<file path="src/fam_pkg.sv">
// Package for the binary32 add / multiply unit: field widths, constants and operation codes.
// Depends on nothing; used by the datapath module, the top level and the testbench.
`default_nettype none
package fam_pkg;
   localparam int unsigned FracBits = 23;
   localparam int unsigned ExpBits  = 8;
   localparam int unsigned SigBits  = 24;
   localparam logic [9:0]  ExpBias  = 10'd127;
   localparam logic [9:0]  ExpMax   = 10'd254;

   typedef enum logic {
      OP_ADD = 1'b0,
      OP_MUL = 1'b1
   } op_type;

   typedef struct packed {
      logic [31:0] word;
      logic        range_error;
   } result_type;
endpackage
`default_nettype wire

</file>
<file path="src/fam_datapath.sv">
// Combinational datapath of the binary32 add / multiply unit with truncation.
// Depends on fam_pkg.
`default_nettype none
module fam_datapath (
   input  wire  fam_pkg::op_type     op,
   input  wire  [31:0]               a,
   input  wire  [31:0]               b,
   output fam_pkg::result_type       res
);
   logic              sa, sb;
   logic [7:0]        ea, eb;
   logic [23:0]       ma, mb;
   logic [7:0]        ediff;
   logic [7:0]        shift_amt;
   logic [23:0]       small_sh, big_m;
   logic [7:0]        big_e;
   logic              big_s, small_s;
   logic [24:0]       sum;
   logic [4:0]        lz;
   logic [24:0]       norm;
   logic signed [10:0] add_e;
   logic [47:0]       prod;
   logic signed [10:0] mul_e;
   logic [22:0]       mul_f;
   logic signed [10:0] fin_e;
   logic [22:0]       fin_f;
   logic              fin_s;
   logic              cancel;

   always_comb begin
      sa = a[31];
      sb = b[31];
      ea = a[30:23];
      eb = b[30:23];
      ma = {1'b1, a[22:0]};
      mb = {1'b1, b[22:0]};
      ediff = ea - eb;
      // Larger exponent keeps its significand; ties count as the right side.
      if (ea > eb) begin
         big_e = ea; big_m = ma; big_s = sa; small_s = sb;
         shift_amt = ediff;
         small_sh = (shift_amt >= 8'd24) ? 24'd0 : (mb >> shift_amt[4:0]);
      end else begin
         big_e = eb; big_m = mb; big_s = sb; small_s = sa;
         shift_amt = 8'd0 - ediff;
         small_sh = (shift_amt >= 8'd24) ? 24'd0 : (ma >> shift_amt[4:0]);
      end
      cancel = 1'b0;
      fin_s  = big_s;
      if (big_s == small_s) begin
         sum = {1'b0, big_m} + {1'b0, small_sh};
      end else if (big_m == small_sh) begin
         sum = 25'd0;
         cancel = 1'b1;
      end else if (big_m > small_sh) begin
         sum = {1'b0, big_m} - {1'b0, small_sh};
      end else begin
         sum = {1'b0, small_sh} - {1'b0, big_m};
         fin_s = small_s;
      end
      // Leading-one search over the 24 low bits of the sum.
      lz = 5'd0;
      for (int i = 0; i < 24; i++) begin
         if (sum[i]) lz = 5'(23 - i);
      end
      if (sum[24]) begin
         norm  = sum >> 1;
         add_e = 11'(big_e) + 11'sd1;
      end else begin
         norm  = sum << lz;
         add_e = 11'(big_e) - 11'(lz);
      end

      prod = 48'(ma) * 48'(mb);
      mul_e = 11'(ea) + 11'(eb) - 11'(fam_pkg::ExpBias);
      if (prod[47]) begin
         mul_f = prod[46:24];
         mul_e = mul_e + 11'sd1;
      end else begin
         mul_f = prod[45:23];
      end

      if (op == fam_pkg::OP_MUL) begin
         fin_e = mul_e; fin_f = mul_f; fin_s = sa ^ sb;
      end else begin
         fin_e = add_e; fin_f = norm[22:0];
      end

      if (op == fam_pkg::OP_ADD && cancel) begin
         res.word = 32'd0; res.range_error = 1'b0;
      end else if (fin_e > $signed(11'(fam_pkg::ExpMax))) begin
         res.word = {fin_s, 8'hFF, 23'd0}; res.range_error = 1'b1;
      end else if (fin_e < 11'sd1) begin
         res.word = {fin_s, 31'd0}; res.range_error = 1'b1;
      end else begin
         res.word = {fin_s, fin_e[7:0], fin_f}; res.range_error = 1'b0;
      end
   end
endmodule
`default_nettype wire

</file>
<file path="src/float32_add_multiply_truncating_unit.sv">
// Top level of the binary32 add / multiply unit: input register, datapath, result register.
// Depends on fam_pkg and fam_datapath.
//
//   channel | ports                                   | direction
//   req     | req_valid/ready, kind, left/right_word  | in
//   rsp     | rsp_valid/ready, result_word, range_err | out
//
// A beat is taken whenever req_ready is high; it passes the input register and
// then the result register, from which its result is offered, and the pipeline
// sustains one beat per cycle while rsp is not stalled.
// Reset empties both stages. When rsp is stalled a stage advances only into a
// free slot, so ready falls only when both stages hold beats.
`default_nettype none
module float32_add_multiply_truncating_unit (
   input  wire         clock,
   input  wire         reset,
   input  wire         req_valid,
   output logic        req_ready,
   input  wire         req_kind,
   input  wire  [31:0] req_left_word,
   input  wire  [31:0] req_right_word,
   output logic        rsp_valid,
   input  wire         rsp_ready,
   output logic [31:0] rsp_result_word,
   output logic        rsp_range_error
);
   logic                 in_v_ff;
   fam_pkg::op_type      op_ff;
   logic [31:0]          a_ff, b_ff;
   logic                 out_v_ff;
   fam_pkg::result_type  res_ff, res_in;
   logic                 out_take, in_take;

   fam_datapath u_dp (.op(op_ff), .a(a_ff), .b(b_ff), .res(res_in));

   // The result stage frees up when empty or when its beat leaves this cycle.
   assign out_take  = !out_v_ff || rsp_ready;
   assign req_ready = !in_v_ff || out_take;
   assign in_take   = req_valid && req_ready;

   always_ff @(posedge clock) begin
      if (reset) begin
         in_v_ff  <= 1'b0;
         out_v_ff <= 1'b0;
      end else begin
         if (req_ready) in_v_ff <= req_valid;
         if (out_take) out_v_ff <= in_v_ff;
      end
      if (in_take) begin
         op_ff <= fam_pkg::op_type'(req_kind);
         a_ff  <= req_left_word;
         b_ff  <= req_right_word;
      end
      if (out_take && in_v_ff) res_ff <= res_in;
   end

   assign rsp_valid       = out_v_ff;
   assign rsp_result_word = res_ff.word;
   assign rsp_range_error = res_ff.range_error;
endmodule
`default_nettype wire

</file>
<file path="config.mk">
export PLATFORM = sky130hd
export DESIGN_NAME = float32_add_multiply_truncating_unit
export DESIGN_NICKNAME = d
export VERILOG_FILES = /design/src/fam_pkg.sv /design/src/fam_datapath.sv /design/src/float32_add_multiply_truncating_unit.sv
export SDC_FILE = /design/constraint.sdc
export NUM_CORES = 2
export LEC_CHECK = 0
export BUFFER_PORTS_ARGS = -buffer_cell sky130_fd_sc_hd__buf_2
export CORE_MARGIN = 2
export CORE_UTILIZATION = 59
export CTS_BUF_LIST = sky130_fd_sc_hd__clkbuf_8
export CTS_CLUSTER_DIAMETER = 200
export DETAILED_ROUTE_END_ITERATION = 8
export GPL_ROUTABILITY_DRIVEN = 0
export PLACE_DENSITY = 0.86
export REMOVE_ABC_BUFFERS = 1
export SLEW_MARGIN = 0
export SYNTH_ARGS = -nofsm -noshare
export SYNTH_HDL_FRONTEND = slang
export SYNTH_HIERARCHICAL = 1
export SYNTH_SLANG_ARGS = --single-unit
</file>
<file path="constraint.sdc">
create_clock -name clock -period 12.7 [get_ports clock]
set_clock_uncertainty 0.1 [all_clocks]
set_input_delay 2.54 -clock clock [delete_from_list [all_inputs] [get_ports clock]]
set_output_delay 2.54 -clock clock [all_outputs]
set_load 0.02 [all_outputs]
</file>
==> impl_metrics.ini <==
[cells_and_area]
syn_to_final_growth_pct = 4.21
nets = 4508
final_common_cell = inv_1
fillers = 4337
layout_common_cells = 655 x inv_1, 487 x fa_1, 436 x nand2_1
drive_above_1_share_pct = 8.87

[global_route]
grt_pass1_vias = 29091
grt_pass1_wl_mm = 154
grt_use_met1_pct = 42.7
use_met3_pct = 9.03
antenna_found_initial = 5
grt_max_degree = 66
track_usage_pct = 35.2
grt-busiest-layer = met2
globalRoute.totalOverflow = 0
met2_usage_pct = 55.9

[logic_synthesis]
syn_avg_cell_area_sq_um = 8.56
ys_seq_area_share_pct = 9.38
synth_edf_count = 98
postSynthCellCount = 3715
synth_seq_cells = 100
ys.flop_type = edfxtp_1
synth.distinct_cells = 103
synthArstFlopShare_pct = 0
ys_warn_count = 6
syn-cell-area_sq_mm = 0.0318

[critical_path]
r2r_slack_ns = 0.66
cp_slowest_cell = a21oi_2
critPathMaxFanout = 27
required_ns = 12.93
reg2reg_depth = 41
critPathKind = flip-flop to flip-flop
cp-start-kind = flip-flop
reg2reg_to = rsp_result_word[18]
rr_startpoint = a_ff[23]
cpPeakStageDelay_ns = 0.68
cp_data_arrival_time_ns = 12.27
end_kind = flip-flop

[clock_network]
clock_latency_ns = 0.44
post-cts-setup-buffers = 0
clkSlewWorstSetupHoldPaths_ns = 0.13
clockBufferDepth = 2
cts_tree = yes
cts_buffers = 9
htree_levels = 3
cts_root_buffer = clkbuf_8
cts.sinks = 100

[placement]
io_buffers = 103
preCtsSetupSlack_ns = 0.929
dp_hpwl_mm = 73.6

[routing]
routed_wl_mm = 96.9
vias = 28163
drtIter0Drc = 3490
route.detailed.drc = 22
ant_nets = 0
firstDrtPassIters = 9
wl_per_cell_microns = 22.1
via_per_inst = 6.42

[sta]
hold_viol = 0
slew_headroom_pct = 15.3
setup_slack_ns = 0.660
setup_viol = 0
final_max_slew_viol_count = 0
fin_crit_sh_pct = 94.8
finalCriticalPeriod_ns = 12.04
max_clock_freq_ghz = 0.0831
worst_slew_pin_slew_ns = 1.27

[worst_hold_path]
hold_path.startpoint = in_v_ff
hold_end = rsp_valid
min_path_cells = 2
hold_class = flip-flop to flip-flop

[die]
fp.coreArea_sq_mm = 0.0536
rows = 85
initial_utilization_pct = 59.3
io_pins = 104
die_area_sq_mm = 0.0558
die_w_microns = 236
die_y_microns = 236

[run_status]
failed_checks = design-rule violations
status = finished, violations left

[run]
max_cap_viol_count = 0
[registers in the layout (all words and copies together), names as in the netlist]
register,cells
a_ff,32
in_v_ff,1
rsp_result_word,32
rsp_valid,1
rsp_range_error,1
op_ff,1
b_ff,32
[per-stage QoR]
stage	cell area, sq um	setup TNS, ns	util (%)	hold WS, ns	std cells
3_3_place_gp	32900	0	61.4	0.375	4366
4_1_cts	33100	0	61.8	0.413	4382
2_1_floorplan	30900	0	-	0.361	3500
6_report	33100	0	61.8	0.419	4385
3_5_place_dp	32900	0	61.4	0.396	4366
5_1_grt	33100	-0.0930	61.8	0.436	4383
[synth_stat cells (50+ instances only)]
| master | instances | area (sq um) |
|---|---|---|
| inv_1 | 655 | 2460 |
| and2_1 | 222 | 1390 |
| clkbuf_1 | 184 | 691 |
| mux2i_1 | 99 | 991 |
| a211oi_1 | 52 | 390 |
| a21o_1 | 51 | 383 |
| nor2_1 | 180 | 676 |
| ha_1 | 271 | 3390 |
| o21ai_0 | 107 | 536 |
| nand2_1 | 436 | 1640 |
| fa_1 | 487 | 9750 |
| nor3_1 | 50 | 250 |
| edfxtp_1 | 98 | 2940 |
| a21oi_1 | 175 | 876 |
[layer usage]
metal | part of all wire (%) | routed length (microns)
met2 | 45 | 43800
met1 | 34 | 33300
met5 | 0.048 | 47
met4 | 7.6 | 7380
met3 | 13 | 12400
[cell type report]
type	instances	area (sq um)	share of cell area (%)
Tap cell	696	871	2.63
Antenna cell	3	7.51	0.0227
Clock inverter	6	76.3	0.230
Timing Repair Buffer	170	1020	3.07
Multi-Input combinational cell	2737	25500	77.1
Clock buffer	10	138	0.415
Sequential cell	100	2980	9.00
Inverter	663	2490	7.52
[worst max-delay path, delay by kind of cell (launching register included)]
family | cells | cell delay (ns)
AND/OR/NAND/NOR | 15 | 3.59
AO/OA/AOI/OAI | 15 | 4.84
flip-flops | 1 | 0.37
buffers and inverters | 6 | 1.18
adder cells (fa/ha/maj) | 5 | 1.85
[repair_timing]
item	4_1_cts	5_1_grt
endpoints found under the hold margin	0	0
setup endpoints to repair	0	23
hold buffers	0	0
resized for setup	0	6
[logic make-up after synthesis]
group,after synthesis,synth area share [%]
AO/OA/AOI/OAI,659,14.2
XOR/XNOR,60,1.68
adder cells (fa/ha/maj),758,41.3
buffers and inverters,878,10.5
flip-flops,100,9.38
multiplexers,167,6.30
AND/OR/NAND/NOR,1093,16.6
[worst max-delay path by stage]
stage,startpoint,to,cells after the start,slack (ns)
global route,a_ff[23],rsp_result_word[18],44,-0.03
global placement,a_ff[23],rsp_result_word[18],44,1.19
detailed placement,a_ff[23],rsp_result_word[18],41,0.93
CTS,a_ff[23],rsp_result_word[18],41,0.88
finish,a_ff[23],rsp_result_word[18],41,0.66
floorplan,b_ff[23],rsp_result_word[18],38,0.85
Power is not shown: default switching activity piles up to over one toggle a cycle in this logic, so the estimate is an artifact.
